File: src/hdl/vad_pkg.sv
// Shared types, constants and the arctangent table for the vector angle core.
`timescale 1ns / 1ps
package vad_pkg;

  localparam int COORD_WIDTH   = 16;
  localparam int CORDIC_STAGES = 16;
  localparam int FIELD_W       = 16;
  localparam int ANGLE_OUT_W   = 16;

  localparam int RUN_STAGES = (CORDIC_STAGES > 32) ? 32 : CORDIC_STAGES;
  localparam int PRE_SHIFT  = (2 * COORD_WIDTH > 60) ? (2 * COORD_WIDTH - 60) : 0;
  localparam int PROD_W     = 2 * COORD_WIDTH - PRE_SHIFT;
  localparam int TAKE_W     = (COORD_WIDTH < FIELD_W) ? COORD_WIDTH : FIELD_W;
  localparam int DATA_W     = 64;
  localparam int ANGLE_W    = 32;
  localparam int NORM_STEPS = 6;
  localparam int NORM_TOP   = 60;
  localparam int IDX_W      = 5;
  localparam int STEP_W     = 6;
  localparam int SHAMT_W    = 7;

  localparam logic signed [ANGLE_W-1:0] ANGLE_NINETY     = ANGLE_W'(90 * 65536);
  localparam logic signed [ANGLE_W-1:0] ANGLE_ONE_EIGHTY = ANGLE_W'(180 * 65536);
  localparam logic signed [ANGLE_W-1:0] ANGLE_ROUND      = ANGLE_W'(128);
  localparam logic [ANGLE_OUT_W-1:0]    ANGLE_OUT_MAX    = ANGLE_OUT_W'(46080);

  typedef logic signed [COORD_WIDTH-1:0] coord_t;
  typedef logic signed [DATA_W-1:0]      data_t;
  typedef logic signed [ANGLE_W-1:0]     angle_t;

  typedef struct packed {
    logic signed [FIELD_W-1:0] first_x;
    logic signed [FIELD_W-1:0] first_y;
    logic signed [FIELD_W-1:0] second_x;
    logic signed [FIELD_W-1:0] second_y;
  } in_beat_t;

  typedef struct packed {
    logic [ANGLE_OUT_W-1:0] angle_deg;
    logic                   invalid;
  } out_beat_t;

  typedef struct packed {
    data_t             x;
    data_t             y;
    logic [DATA_W-1:0] m;
    logic              invalid;
  } norm_t;

  typedef struct packed {
    data_t  x;
    data_t  y;
    angle_t z;
    logic   invalid;
  } cord_t;

  function automatic angle_t atan_q16(input logic [IDX_W-1:0] idx);
    angle_t r;
    unique case (idx)
      5'd0:    r = 32'sd2949120;
      5'd1:    r = 32'sd1740967;
      5'd2:    r = 32'sd919879;
      5'd3:    r = 32'sd466945;
      5'd4:    r = 32'sd234379;
      5'd5:    r = 32'sd117304;
      5'd6:    r = 32'sd58666;
      5'd7:    r = 32'sd29335;
      5'd8:    r = 32'sd14668;
      5'd9:    r = 32'sd7334;
      5'd10:   r = 32'sd3667;
      5'd11:   r = 32'sd1833;
      5'd12:   r = 32'sd917;
      5'd13:   r = 32'sd458;
      5'd14:   r = 32'sd229;
      5'd15:   r = 32'sd115;
      5'd16:   r = 32'sd57;
      5'd17:   r = 32'sd29;
      5'd18:   r = 32'sd14;
      5'd19:   r = 32'sd7;
      5'd20:   r = 32'sd4;
      5'd21:   r = 32'sd2;
      5'd22:   r = 32'sd1;
      default: r = 32'sd0;
    endcase
    return r;
  endfunction

endpackage

File: src/hdl/vad_back.sv
// Back end: angle clamp and rounding to Q8.8, output register with skid stage.
`timescale 1ns / 1ps
module vad_back (
  input  logic               clk_i,
  input  logic               rst_ni,
  input  logic               tail_valid_i,
  input  vad_pkg::cord_t     tail_i,
  output logic               hold_o,
  output logic               out_valid_o,
  input  logic               out_stall_i,
  output vad_pkg::out_beat_t out_beat_o
);
  import vad_pkg::*;

  angle_t    zc, zr;
  out_beat_t res;

  logic      out_valid_q, out_valid_d;
  logic      skid_valid_q, skid_valid_d;
  out_beat_t out_q, out_d;
  out_beat_t skid_q, skid_d;
  logic      out_take;

  always_comb begin
    zc = tail_i.z;
    if (zc < 0) begin
      zc = '0;
    end
    if (zc > ANGLE_ONE_EIGHTY) begin
      zc = ANGLE_ONE_EIGHTY;
    end
    zr = (zc + ANGLE_ROUND) >>> 8;
    res.invalid = tail_i.invalid;
    if (tail_i.invalid) begin
      res.angle_deg = '0;
    end else if (zr[ANGLE_W-1:0] > ANGLE_W'(ANGLE_OUT_MAX)) begin
      res.angle_deg = ANGLE_OUT_MAX;
    end else begin
      res.angle_deg = zr[ANGLE_OUT_W-1:0];
    end
  end

  always_comb begin
    out_take     = out_valid_q && !out_stall_i;
    out_valid_d  = out_valid_q;
    skid_valid_d = skid_valid_q;
    out_d        = out_q;
    skid_d       = skid_q;
    if (skid_valid_q) begin
      if (out_take) begin
        out_d        = skid_q;
        skid_valid_d = 1'b0;
      end
    end else if (tail_valid_i) begin
      if (!out_valid_q || out_take) begin
        out_d       = res;
        out_valid_d = 1'b1;
      end else begin
        skid_d       = res;
        skid_valid_d = 1'b1;
      end
    end else if (out_take) begin
      out_valid_d = 1'b0;
    end
  end

  always_ff @(posedge clk_i or negedge rst_ni) begin
    if (!rst_ni) begin
      out_valid_q  <= 1'b0;
      skid_valid_q <= 1'b0;
    end else begin
      out_valid_q  <= out_valid_d;
      skid_valid_q <= skid_valid_d;
    end
  end

  always_ff @(posedge clk_i) begin
    out_q  <= out_d;
    skid_q <= skid_d;
  end

  assign hold_o      = skid_valid_q;
  assign out_valid_o = out_valid_q;
  assign out_beat_o  = out_q;

endmodule
File: config.mk
export PLATFORM = sky130hd
export DESIGN_NAME = vad_back
export DESIGN_NICKNAME = d
export VERILOG_FILES = /design/src/hdl/vad_pkg.sv /design/src/hdl/vad_back.sv
export SDC_FILE = /design/constraint.sdc
export NUM_CORES = 1
export LEC_CHECK = 0
export ABC_AREA = 0
export BUFFER_PORTS_ARGS = -buffer_cell sky130_fd_sc_hd__buf_2
export CORE_MARGIN = 2
export CORE_UTILIZATION = 40
export CTS_CLUSTER_SIZE = 8
export DETAILED_ROUTE_END_ITERATION = 10
export GPL_TIMING_DRIVEN = 0
export PLACE_DENSITY_LB_ADDON = 0.25
export SYNTH_ARGS = -nofsm -noshare
export SYNTH_HDL_FRONTEND = slang
export SYNTH_SLANG_ARGS = --single-unit
File: constraint.sdc
create_clock -name clk_i -period 4.02 [get_ports clk_i]
set_clock_uncertainty 0.1 [all_clocks]
set_input_delay 0.201 -clock clk_i [delete_from_list [all_inputs] [get_ports clk_i]]
set_output_delay 0.201 -clock clk_i [all_outputs]
set_load 0.01 [all_outputs]
# Word level (Yosys, flattened, before mapping)
# Cells that the tools add are included.
# op_classes
n_lt_le_gt_ge	3
add_sub_neg	1
bitwise_logic	2
mux	15
n_reduce_logical	10
eq_ne	2
# op_table
operator	n
$mux W17	4
$mux W32	2
$add A32 B9 Y32 const B	1
$gt A32 B16 Y1 const B	1
$gt A32 B25 Y1 const B	1
$lt A32 B1 Y1 const B	1
$mux W16	2
$reduce_and A3 Y1	3
$mux W1	7
$reduce_bool A2 Y1	3
$ne A2 B1 Y1 const B	2
$logic_not A1 Y1	2
$not A1 Y1	2
$logic_and A1 B1 Y1	1
$logic_or A1 B1 Y1	1
# word_totals
wordCells	39
out_inout_bits	19
in_bits	165
register_bits	36

# Logic depth before layout (Yosys ltp)
# depth
depth_word	11
ltp_mapped	15
mapped_depth_nobuf	12

# Worst setup path after synthesis
# OpenSTA, ideal clock, no wires.
# synth_timing
kind	input port to flip-flop
startpoint	input tail_i[14] (netlist bit)
endpoint	register out_q, in the netlist out_beat_o[10] (data pin)
setup_ns	0.274
n_path_buf	3
setup_slack_ns	0.214
required_ns	3.646
arrival_ns	3.431
stages	15
path_cell_list	buf_2 or3_1 or4_4 o211ai_2 and3_1 ha_1 clkbuf_1 nand4_1 nor4_1 mux2i_1 nor4_1 a211oi_1 a31oi_2 buf_6 o41ai_2
# synth_rtl
item	line	rtl
from (decl)	vad_back.sv:7	input vad_pkg::cord_t tail_i,
to (signal assigned)	vad_back.sv:78	out_q <= out_d;
to (decl)	vad_back.sv:20	out_beat_t out_q, out_d;

==> impl_metrics.json <==
{
  "min_path_type": "in -> reg",
  "via_count_of_the_first_global_routing_pass": 1828,
  "crit_required_ns": 4.01,
  "fp-row-count": 28,
  "switching_share_pct": 34.0,
  "reg2reg_from": "hold_o",
  "cap_viol_max_count": 0,
  "tritoncts_buffers": 5,
  "irDropWorstVdd_mv": 0.253,
  "holdCritStartpoint": "out_stall_i",
  "grt_antenna_before_repair": 0,
  "setup.worst_path.end_class": "flip-flop",
  "setup_repair_after_global_routing_missed_its_margin": "false",
  "drt.antenna.violating_nets": 0,
  "grt_first_pass_wirelength_um": 8940,
  "finish.cell_count_without_fillers": 368,
  "die_footprint_um2": 6620,
  "top_reg_cell_synth": "edfxtp_1",
  "areaGrowthSynthToFinish_pct": 19.1,
  "cts_tree": "yes",
  "placement.cell_area_um2": 2720,
  "number_of_optimization_iterations_in_the_first_detailed_route_pass": 4,
  "cp_cell_sequence": "buf_2 -> or3_1 -> or4_4 -> o211ai_2 -> and3_1 -> ha_2 -> nand4_1 -> nor3_2 -> xnor2_2 -> o21a_1 -> a41o_1 -> a31oi_2 -> buf_4 -> o31ai_1",
  "post_synth_instance_area_um2": 2390,
  "worstSetupStartpointType": "primary input",
  "wire_per_inst_um": 15.0,
  "timing.critical_path.slowest_cell_delay_ns": 0.51,
  "layout.cells.most_common_list": "buf_2, nand2_1, edfxtp_1",
  "synth.yosys.seq_area_share_pct": 44.8,
  "nets": 459,
  "status": "complete, no violations",
  "io_pins": 184,
  "critical_path.reg2reg.endpoint": "out_beat_o[9]",
  "clk_pin_slew_worst_paths_ns": 0.07,
  "mappedNetlistNets": 406,
  "globalplace.congestion": 0.895,
  "mostFrequentLayoutCell": "buf_2",
  "grt_start_max_net_pins": 18,
  "holdPathEnd": "hold_o",
  "yosys.cell_types.count": 58,
  "initial_cell_density_of_the_core_pct": 40.9,
  "ctsLongestPathBuffers": 2,
  "power-per-cell-area_nw_per_um2": 426,
  "post-layout-total-power_mw": 1.21,
  "synth-async-reset-ratio_pct": 5.56,
  "combinational_power_share_pct": 33.8,
  "first_iter_violations": 135,
  "cell_internal_pwr_mw": 0.801,
  "core_area_um2": 5850,
  "number_of_flops_mapped_to_enable_cells_by_yosys": 34,
  "worstRegToRegCells": 4,
  "cts.sink_count": 36,
  "holdWs_ns": 0.0685,
  "place_worst_setup_slack_ns": -0.453,
  "die_w_um": 81.3,
  "rrSetupSlack_ns": 1.40,
  "grt_util_all_layers_pct": 18.1,
  "worstMarginPinSlew_ns": 0.943,
  "maxClockFrequency_mhz": 262,
  "fillers": 550,
  "clock_power_share_pct": 19.5,
  "syn_avg_cell_area_um2": 9.97,
  "worst_hold_path.num_cells": 3,
  "setup_viol_count_final": 0,
  "critical_path.n_buffers_inverters": 2,
  "ys.warnings.count": 0,
  "stdcell_area_um2": 2850,
  "io_buffer_count": 45,
  "min_period_over_period_pct": 94.9,
  "critical_path_peak_fanout": 10,
  "route.detailed.vias_per_inst": 5.55,
  "final_layout_size_suffix_gt1_share_pct": 28.7,
  "critical_path_s_top_delay_family": "simple AND/OR/NAND/NOR gates",
  "slew-limit-headroom_pct": 36.7,
  "yosys_register_bits": 36,
  "postCtsSetupRepairBufs": 0,
  "switchingPower_mw": 0.412,
  "root_buffer": "clkbuf_8",
  "slowest_stage": "or4_4",
  "slew_viol_final": 0,
  "insertion_delay_ns": 0.29,
  "vias": 2041,
  "dp_hpwl_um": 4120,
  "setup.worst_path.class": "in -> reg",
  "grt_remaining_overflow": 0,
  "placed_cells_incl_taps": 360,
  "critPathArrivalTime_ns": 3.80,
  "num_antenna_cells": 0,
  "synthCells": 240,
  "overall_routed_net_length_um": 5540,
  "setup_slack_ns": 0.204,
  "drc_errors": 0,
  "min_period_ns": 3.82,
  "die_h_um": 81.3,
  "clock_tree.htree_level_count": 2,
  "power.sequential.fraction_pct": 46.6,
  "cellLeakagePower_nw": 1.08,
  "final_hold_viol_count": 0
}
[flip-flops by register name, indices dropped and copies added (netlist names)]
| register | flops |
|---|---|
| hold_o | 1 |
| skid_q | 17 |
| out_beat_o | 17 |
| out_valid_o | 1 |
[worst register-to-register path: cells and delay by family, from the launching register on]
family	cells	cell delay (ns)
buffers and inverters	2	0.92
AO/OA/AOI/OAI	1	0.77
flip-flops	1	0.33
AND/OR/NAND/NOR	1	0.12
[area by class of cell]
| type | count | area, µm² | area share (%) |
|---|---|---|---|
| inverter | 5 | 18.8 | 0.659 |
| multi-input combinational | 180 | 1250 | 44.0 |
| clock buffer | 6 | 72.6 | 2.55 |
| timing repair buffer | 47 | 245 | 8.61 |
| sequential | 36 | 1070 | 37.6 |
| clock inverter | 1 | 5.00 | 0.176 |
| buffer | 18 | 88.8 | 3.12 |
| tap | 75 | 93.8 | 3.29 |
[metrics by stage]
stage               util [%]  setup TNS, ns
floorplan                  -              0
global placement        46.3          -9.99
detailed placement      46.4          -8.85
CTS                     48.2              0
global route            48.7              0
finish                  48.7              0
[worst max path at each step]
stage / start / endpoint / slack [ns] / cells after the start
after floorplan: tail_i[14] / out_beat_o[10] / 0.21 / 15
after global placement: tail_i[14] / out_beat_o[8] / -0.48 / 15
after detailed placement: tail_i[14] / out_beat_o[8] / -0.45 / 15
after CTS: tail_i[14] / out_beat_o[8] / 0.03 / 14
after global routing: tail_i[14] / out_beat_o[8] / 0.01 / 14
final: tail_i[14] / out_beat_o[8] / 0.20 / 14
[timing repair]
action	in CTS	in global routing
hold buffers	2	0
pin swaps	0	2
setup endpoints to repair	20	23
resized for setup	2	6
hold endpoints to repair	3	0
[routing by layer]
metal	vias to the layer above	wire (µm)	global-route usage (%)
li1	1014	-	-
met1	939	2380	24.5
met2	82	2620	27.1
met3	6	437	4.00
met4	0	105	8.81
met5	-	0	0
[kinds of logic after synthesis]
logic type	after synthesis	synth area share, %
simple gates	115	25.4
compound gates	44	17.0
fa+ha+maj	1	0.523
flops	36	44.8
xor+xnor	15	5.49
buf+inv	24	4.65
mux	5	2.20
[power groups by stage]
stage          logic, mW  registers, mW  clock network (mW)
2_1_floorplan      0.211          0.623                   0
3_3_place_gp       0.397          0.575                   0
3_5_place_dp       0.410          0.576                   0
4_1_cts            0.413          0.568               0.242
5_1_grt            0.460          0.578               0.258
6_report           0.410          0.566               0.237
[cell usage after synthesis (3+ instances only)]
library cell / count / area [µm²]
xor2_1: 7 / 61.3
nor4_1: 8 / 50.1
o31ai_1: 3 / 22.5
nand3_1: 7 / 35.0
and3_1: 9 / 56.3
nor2_1: 16 / 60.1
inv_1: 4 / 15.0
edfxtp_1: 34 / 1020
mux2i_1: 3 / 30.0
nand2_1: 40 / 150
a21oi_1: 5 / 25.0
o41ai_2: 6 / 97.6
nand4_1: 6 / 37.5
clkbuf_1: 12 / 45.0
nor3_1: 12 / 60.1
o21ai_0: 3 / 15.0
xnor2_1: 8 / 70.1
No activity file was read; power rests on OpenSTA's default activity.
