$ cat config.mk
export PLATFORM = sky130hd
export DESIGN_NAME = vad_front
export DESIGN_NICKNAME = d
export VERILOG_FILES = /design/src/hdl/vad_pkg.sv /design/src/hdl/vad_front.sv
export SDC_FILE = /design/constraint.sdc
export NUM_CORES = 2
export LEC_CHECK = 0
export BUFFER_PORTS_ARGS = -buffer_cell sky130_fd_sc_hd__buf_2
export CAP_MARGIN = 10
export CORE_ASPECT_RATIO = 0.75
export CORE_MARGIN = 2
export CORE_UTILIZATION = 55
export CTS_BUF_LIST = sky130_fd_sc_hd__clkbuf_2 sky130_fd_sc_hd__clkbuf_4 sky130_fd_sc_hd__clkbuf_8
export CTS_CLUSTER_SIZE = 14
export DETAILED_ROUTE_END_ITERATION = 10
export PLACE_DENSITY = 0.77
export SLEW_MARGIN = 5
export SYNTH_ARGS = -nofsm -noshare
export SYNTH_HDL_FRONTEND = slang
export SYNTH_SLANG_ARGS = --single-unit
$ cat constraint.sdc
create_clock -name clk_i -period 8.3 [get_ports clk_i]
set_input_delay 1.66 -clock clk_i [delete_from_list [all_inputs] [get_ports clk_i]]
set_output_delay 1.66 -clock clk_i [all_outputs]
set_load 0.1 [all_outputs]
$ cat src/hdl/vad_pkg.sv
// Shared types, constants and the arctangent table for the vector angle core.
`timescale 1ns / 1ps
package vad_pkg;

  localparam int COORD_WIDTH   = 16;
  localparam int CORDIC_STAGES = 16;
  localparam int FIELD_W       = 16;
  localparam int ANGLE_OUT_W   = 16;

  localparam int RUN_STAGES = (CORDIC_STAGES > 32) ? 32 : CORDIC_STAGES;
  localparam int PRE_SHIFT  = (2 * COORD_WIDTH > 60) ? (2 * COORD_WIDTH - 60) : 0;
  localparam int PROD_W     = 2 * COORD_WIDTH - PRE_SHIFT;
  localparam int TAKE_W     = (COORD_WIDTH < FIELD_W) ? COORD_WIDTH : FIELD_W;
  localparam int DATA_W     = 64;
  localparam int ANGLE_W    = 32;
  localparam int NORM_STEPS = 6;
  localparam int NORM_TOP   = 60;
  localparam int IDX_W      = 5;
  localparam int STEP_W     = 6;
  localparam int SHAMT_W    = 7;

  localparam logic signed [ANGLE_W-1:0] ANGLE_NINETY     = ANGLE_W'(90 * 65536);
  localparam logic signed [ANGLE_W-1:0] ANGLE_ONE_EIGHTY = ANGLE_W'(180 * 65536);
  localparam logic signed [ANGLE_W-1:0] ANGLE_ROUND      = ANGLE_W'(128);
  localparam logic [ANGLE_OUT_W-1:0]    ANGLE_OUT_MAX    = ANGLE_OUT_W'(46080);

  typedef logic signed [COORD_WIDTH-1:0] coord_t;
  typedef logic signed [DATA_W-1:0]      data_t;
  typedef logic signed [ANGLE_W-1:0]     angle_t;

  typedef struct packed {
    logic signed [FIELD_W-1:0] first_x;
    logic signed [FIELD_W-1:0] first_y;
    logic signed [FIELD_W-1:0] second_x;
    logic signed [FIELD_W-1:0] second_y;
  } in_beat_t;

  typedef struct packed {
    logic [ANGLE_OUT_W-1:0] angle_deg;
    logic                   invalid;
  } out_beat_t;

  typedef struct packed {
    data_t             x;
    data_t             y;
    logic [DATA_W-1:0] m;
    logic              invalid;
  } norm_t;

  typedef struct packed {
    data_t  x;
    data_t  y;
    angle_t z;
    logic   invalid;
  } cord_t;

  function automatic angle_t atan_q16(input logic [IDX_W-1:0] idx);
    angle_t r;
    unique case (idx)
      5'd0:    r = 32'sd2949120;
      5'd1:    r = 32'sd1740967;
      5'd2:    r = 32'sd919879;
      5'd3:    r = 32'sd466945;
      5'd4:    r = 32'sd234379;
      5'd5:    r = 32'sd117304;
      5'd6:    r = 32'sd58666;
      5'd7:    r = 32'sd29335;
      5'd8:    r = 32'sd14668;
      5'd9:    r = 32'sd7334;
      5'd10:   r = 32'sd3667;
      5'd11:   r = 32'sd1833;
      5'd12:   r = 32'sd917;
      5'd13:   r = 32'sd458;
      5'd14:   r = 32'sd229;
      5'd15:   r = 32'sd115;
      5'd16:   r = 32'sd57;
      5'd17:   r = 32'sd29;
      5'd18:   r = 32'sd14;
      5'd19:   r = 32'sd7;
      5'd20:   r = 32'sd4;
      5'd21:   r = 32'sd2;
      5'd22:   r = 32'sd1;
      default: r = 32'sd0;
    endcase
    return r;
  endfunction

endpackage

$ cat src/hdl/vad_front.sv
// Front end: coordinate capture, dot and cross products, magnitude of the pair.
`timescale 1ns / 1ps
module vad_front (
  input  logic             clk_i,
  input  logic             rst_ni,
  input  logic             en_i,
  input  logic             valid_i,
  input  vad_pkg::in_beat_t beat_i,
  output logic             valid_o,
  output vad_pkg::norm_t   norm_o
);
  import vad_pkg::*;

  logic [3:0] v_q;

  coord_t ax_q, ay_q, bx_q, by_q;
  logic   inv1_q, inv2_q, inv3_q;
  coord_t ax_d, ay_d, bx_d, by_d;

  logic signed [2*COORD_WIDTH-1:0] pxx, pyy, pxy, pyx;
  logic signed [PROD_W-1:0]        pxx_q, pyy_q, pxy_q, pyx_q;
  logic signed [PROD_W:0]          dot_q, crs_q;
  logic signed [PROD_W:0]          dot_d, crs_d;

  data_t             dot_w, crs_w, dot_mag, crs_mag;
  norm_t             norm_q, norm_d;

  always_comb begin
    ax_d = coord_t'(signed'(beat_i.first_x[TAKE_W-1:0]));
    ay_d = coord_t'(signed'(beat_i.first_y[TAKE_W-1:0]));
    bx_d = coord_t'(signed'(beat_i.second_x[TAKE_W-1:0]));
    by_d = coord_t'(signed'(beat_i.second_y[TAKE_W-1:0]));
  end

  always_comb begin
    pxx = ax_q * bx_q;
    pyy = ay_q * by_q;
    pxy = ax_q * by_q;
    pyx = ay_q * bx_q;
  end

  always_comb begin
    dot_d = (PROD_W+1)'(pxx_q) + (PROD_W+1)'(pyy_q);
    crs_d = (PROD_W+1)'(pxy_q) - (PROD_W+1)'(pyx_q);
  end

  always_comb begin
    dot_w   = DATA_W'(dot_q);
    crs_w   = DATA_W'(crs_q);
    dot_mag = dot_w[DATA_W-1] ? -dot_w : dot_w;
    crs_mag = crs_w[DATA_W-1] ? -crs_w : crs_w;
    norm_d.x       = dot_w;
    norm_d.y       = crs_mag;
    norm_d.m       = (dot_mag > crs_mag) ? dot_mag : crs_mag;
    norm_d.invalid = inv3_q;
  end

  always_ff @(posedge clk_i or negedge rst_ni) begin
    if (!rst_ni) begin
      v_q <= '0;
    end else if (en_i) begin
      v_q <= {v_q[2:0], valid_i};
    end
  end

  always_ff @(posedge clk_i) begin
    if (en_i) begin
      ax_q   <= ax_d;
      ay_q   <= ay_d;
      bx_q   <= bx_d;
      by_q   <= by_d;
      inv1_q <= ((ax_d == '0) && (ay_d == '0)) || ((bx_d == '0) && (by_d == '0));
      pxx_q  <= PROD_W'(pxx >>> PRE_SHIFT);
      pyy_q  <= PROD_W'(pyy >>> PRE_SHIFT);
      pxy_q  <= PROD_W'(pxy >>> PRE_SHIFT);
      pyx_q  <= PROD_W'(pyx >>> PRE_SHIFT);
      inv2_q <= inv1_q;
      dot_q  <= dot_d;
      crs_q  <= crs_d;
      inv3_q <= inv2_q;
      norm_q <= norm_d;
    end
  end

  assign valid_o = v_q[3];
  assign norm_o  = norm_q;

endmodule

; After elaboration in Yosys (flattened, before gate mapping)
; Index checks and enable logic that the tools add are counted.
[totals]
register_bits = 427
wordCells = 37
inputBits = 68
[classes]
order_cmp = 1
reduce_logical = 7
n_mul = 4
addsub = 4
muxes = 3
[ops]
columns = operator, n
row1 = 64-bit 2-to-1 mux, 3
row2 = 16-bit by 16-bit multiplier with 32-bit output, 4
row3 = 33-bit negation with 64-bit output, 2
row4 = 64-bit greater-than comparator, 1
row5 = 16-bit logical NOT, 4
row6 = 32-bit by 32-bit adder with 33-bit output, 1
row7 = 32-bit by 32-bit subtractor with 33-bit output, 1
row8 = 1-bit logical AND, 2
row9 = 1-bit logical OR, 1

; Longest topological paths before layout
[logic_depth]
word_depth = 4
ltp_mapped = 25

; Worst setup path before layout
; Ideal clock, no wire load.
[synth_path]
path_kind = reg-to-reg
startpoint = reg ay_q[7]
endpoint = reg pyx_q[30], data pin
stages_incl_launch_ff = 26
period_less_slack_ns = 6.274
t_required_ns = 8.038
arrival_ns = 6.012
setup_slack_ns = 2.026
path_cell_list = edfxtp_1 > clkbuf_1 > nand2_1 > fa_1 > inv_1 > fa_1 > inv_1 > fa_1 > inv_1 > fa_1 > fa_1 > inv_1 > fa_1 > inv_1 > ha_1 > clkbuf_1 > a21o_1 > a21oi_1 > o21ai_0 > a221o_1 > a221oi_1 > o21ai_0 > a21o_1 > nand2_1 > a21oi_1 > xor2_1
[synth_via]
elab_chain_len = 1
[synth_rtl]
columns = item, line_no
row1 = from (decl), vad_front.sv:16  ; coord_t ax_q, ay_q, bx_q, by_q;
row2 = from (signal assigned), vad_front.sv:69  ; ay_q <= ay_d;
row3 = 16-bit by 16-bit multiplier with 32-bit output, vad_front.sv:39  ; pyx = ay_q * bx_q;
row4 = net pyx[30], vad_front.sv:20  ; logic signed [2*COORD_WIDTH-1:0] pxx, pyy, pxy, pyx;
row5 = to (signal assigned), vad_front.sv:76  ; pyx_q <= PROD_W'(pyx >>> PRE_SHIFT);
row6 = to (decl), vad_front.sv:21  ; logic signed [PROD_W-1:0] pxx_q, pyy_q, pxy_q, pyx_q;
; The timed path passes the listed nets, and every way through them passes these cells.
; A chain may end at the register's enable or synchronous reset.

; Worst setup path in the final report
[layout_path]
startpoint = reg ay_q[8]
endpoint = reg pyx_q[28], data pin
; Same word-level chain as after synthesis.

==> impl_metrics.py <==
metrics = {
    "setup_path": {
        "worstPathRequired_ns": 8.75,
        "regToRegSetupSlack_ns": 0.67,
        "cp-end-kind": "register",
        "crit_type": "register to register",
        "worstPathMaxFanout": 28,
        "rr_worst_depth": 21,
        "startpoint_type": "register",
        "arrival_ns": 8.08,
    },
    "global_routing": {
        "grt_pass1_wl_um": 239000,
        "antenna_found_initial": 15,
        "grt_pass1_vias": 42200,
        "grt_max_degree": 156,
        "grt_overflow": 0,
        "track_usage_pct": 28.5,
    },
    "die": {
        "start_util_pct": 55.6,
        "io_pins": 262,
        "std_cell_rows": 103,
        "design.die.area_um2": 109000,
        "fp.dieW_um": 381,
        "core_area_um2": 105000,
        "die_h_um": 287,
    },
    "clock_network": {
        "cts_setup_buffers": 0,
        "clock_latency_ns": 0.77,
        "clk_pin_slew_worst_paths_ns": 0.06,
        "cts_max_path_buffers": 3,
        "hold_buffers": 0,
        "htree_levels": 3,
        "clock_sinks": 427,
        "numCtsBuffers": 76,
        "cts_root_buf": "clkbuf_8",
        "cts_resized": 0,
        "tritoncts": "yes",
    },
    "timing": {
        "final_max_slew_viol_count": 0,
        "finClkSkew_ns": 0.0656,
        "fin_tns_setup_ns": 0,
        "min_period_ns": 7.63,
        "max_clock_freq_ghz": 0.131,
        "maxSlewHeadroom_pct": 13.6,
        "fin_crit_sh_pct": 91.9,
        "finalSetupViolations": 0,
        "tightest_slew_ns": 1.30,
        "rsz0062_at_grt": "no",
        "hold_violations": 0,
    },
    "placed_design": {
        "place_hpwl_um": 122000,
        "io_buffer_count": 261,
        "gp_congestion": 0.933,
    },
    "synthesis": {
        "netlist_area_um2": 58600,
        "synth_flop_cell": "edfxtp_1",
        "yosysMostFrequentCell": "inv_1",
        "postSynth.asyncResetShare_pct": 0.937,
        "ys_seq_elements": 427,
        "yosysTopAreaCellShare_pct": 35.9,
        "avgSynthCellArea_um2": 10.4,
        "yosys.area.top_type": "fa_1",
        "yosysSeqAreaShare_pct": 21.9,
        "synth_edf_count": 423,
        "synth_common_cells": "inv_1, fa_1, nand2_1, and2_1, ha_1",
        "synthTopCellsByArea": "fa_1, edfxtp_1, ha_1",
        "netlist-cell-type-count": 68,
        "synthCells": 5655,
        "ys.warnings.count": 0,
    },
    "final_layout": {
        "fillCellCount": 8718,
        "seq_area_um2": 12800,
        "layout-drive-gt1-share_pct": 9.01,
        "nNetsFinal": 7544,
        "syn_to_final_growth_pct": 8.34,
        "multiInputGateArea_um2": 40700,
    },
    "hold_path": {
        "min_path_type": "register to register",
        "whs_path_depth": 0,
    },
    "drt": {
        "wl_um": 150000,
        "postRouteAntennaNets": 0,
        "routed_via_density": 5.42,
        "drt-initial-drc-count": 3560,
        "wl_per_cell_um": 20.1,
        "first_pass_iters": 5,
        "vias": 40400,
        "route.detailed.drc": 0,
    },
    "run_status": {
        "status": "complete, no violations",
    },
    "job": {
        "cap_violations": 0,
    },
}
==> placed cells by master (no fill, tap or decap), drive strengths merged, types with 9 or more instances in the layout <==
cell       n
o21ai     99
or3       17
o41ai     10
nor2b     26
a211oi    15
nor3      31
xnor2    183
nand4     33
clkbuf    95
and2     503
a31oi     10
o21a      35
xor2      73
ha       458
inv     1222
nor2     145
nand2b    37
a21o     100
edfxtp   423
a21oi    142
and3      15
mux2      36
clkinv    29
conb     124
nor4      21
fa      1050
or4       13
nand2    543
nand3     27
o21bai    22
or2       12
buf      354
o211ai     9
o31ai     23
==> layout make-up <==
type / count / share of cell area (%)
multi-input cells: 3892 / 64.1
flip-flops and latches: 427 / 20.2
inverters: 1217 / 7.20
repair buffers: 354 / 3.23
well taps: 1417 / 2.79
clock buffers: 95 / 1.90
clock inverters: 43 / 0.607
diodes: 5 / 0.0197
==> critical path, stage by stage, from the launching register on <==
cell      delay (ns)
edfxtp_1        1.21
and2_1          0.27
fa_1            0.42
inv_1           0.08
fa_1            0.43
fa_1            0.51
inv_1           0.06
fa_1            0.50
fa_1            0.50
inv_1           0.05
fa_1            0.48
inv_1           0.04
ha_1            0.37
a21o_1          0.21
a21oi_1         0.16
o21ai_0         0.14
a221o_1         0.39
a221oi_1        0.68
o21ai_0         0.29
a21o_1          0.27
a21oi_1         0.18
xnor2_1         0.10
==> kinds of logic (layout without fill, tap and decap cells) <==
| kind of cell | after synthesis | count (layout) | share of synthesized area, % |
|---|---|---|---|
| flops | 427 | 427 | 21.9 |
| simple gates | 1431 | 1431 | 12.3 |
| xor+xnor | 256 | 256 | 3.84 |
| fa+ha+maj | 1508 | 1508 | 45.7 |
| compound gates | 535 | 535 | 6.03 |
| buf+inv | 1458 | 1709 | 9.54 |
| mux | 38 | 38 | 0.726 |
| other cells | 2 | 129 | 0.0128 |
==> per-stage QoR <==
step	cell area (um2)	hold WS, ns	utilization, %	cells	setup slack, ns
after global placement	61800	0.406	58.7	7307	1.02
after CTS	63400	0.416	60.2	7445	0.836
after detailed placement	61800	0.415	58.7	7307	0.893
final	63500	0.415	60.2	7450	0.673
after global routing	63400	0.436	60.2	7448	0.407
after floorplan	59000	0.400	-	5777	2.03
==> final timing paths <==
path                                    from                  end
max                        ay_q[8]$_DFFE_PP_  pyx_q[28]$_DFFE_PP_
min                         inv1_q$_DFFE_PP_     inv2_q$_DFFE_PP_
max reg2reg                ay_q[8]$_DFFE_PP_  pyx_q[28]$_DFFE_PP_
min reg2reg                 inv1_q$_DFFE_PP_     inv2_q$_DFFE_PP_
max in group asynchronous             rst_ni   v_q[3]$_DFFE_PN0P_
min in group asynchronous             rst_ni   v_q[0]$_DFFE_PN0P_
==> routing by layer <==
layer	wire length, um	GRT usage (%)
met1	64000	40.9
met2	65000	42.3
met3	15100	6.73
met4	5900	10.4
met5	55	0
==> flip-flops by register name (all words and copies together) (netlist names), 32 cells and up <==
register	count
crs_q	33
dot_q	33
norm_o	162
pxx_q	32
pxy_q	32
pyx_q	32
pyy_q	32
Power is left out: the tool's default activity adds up to more than one toggle a clock period on the data nets, which glitch-free logic cannot reach.
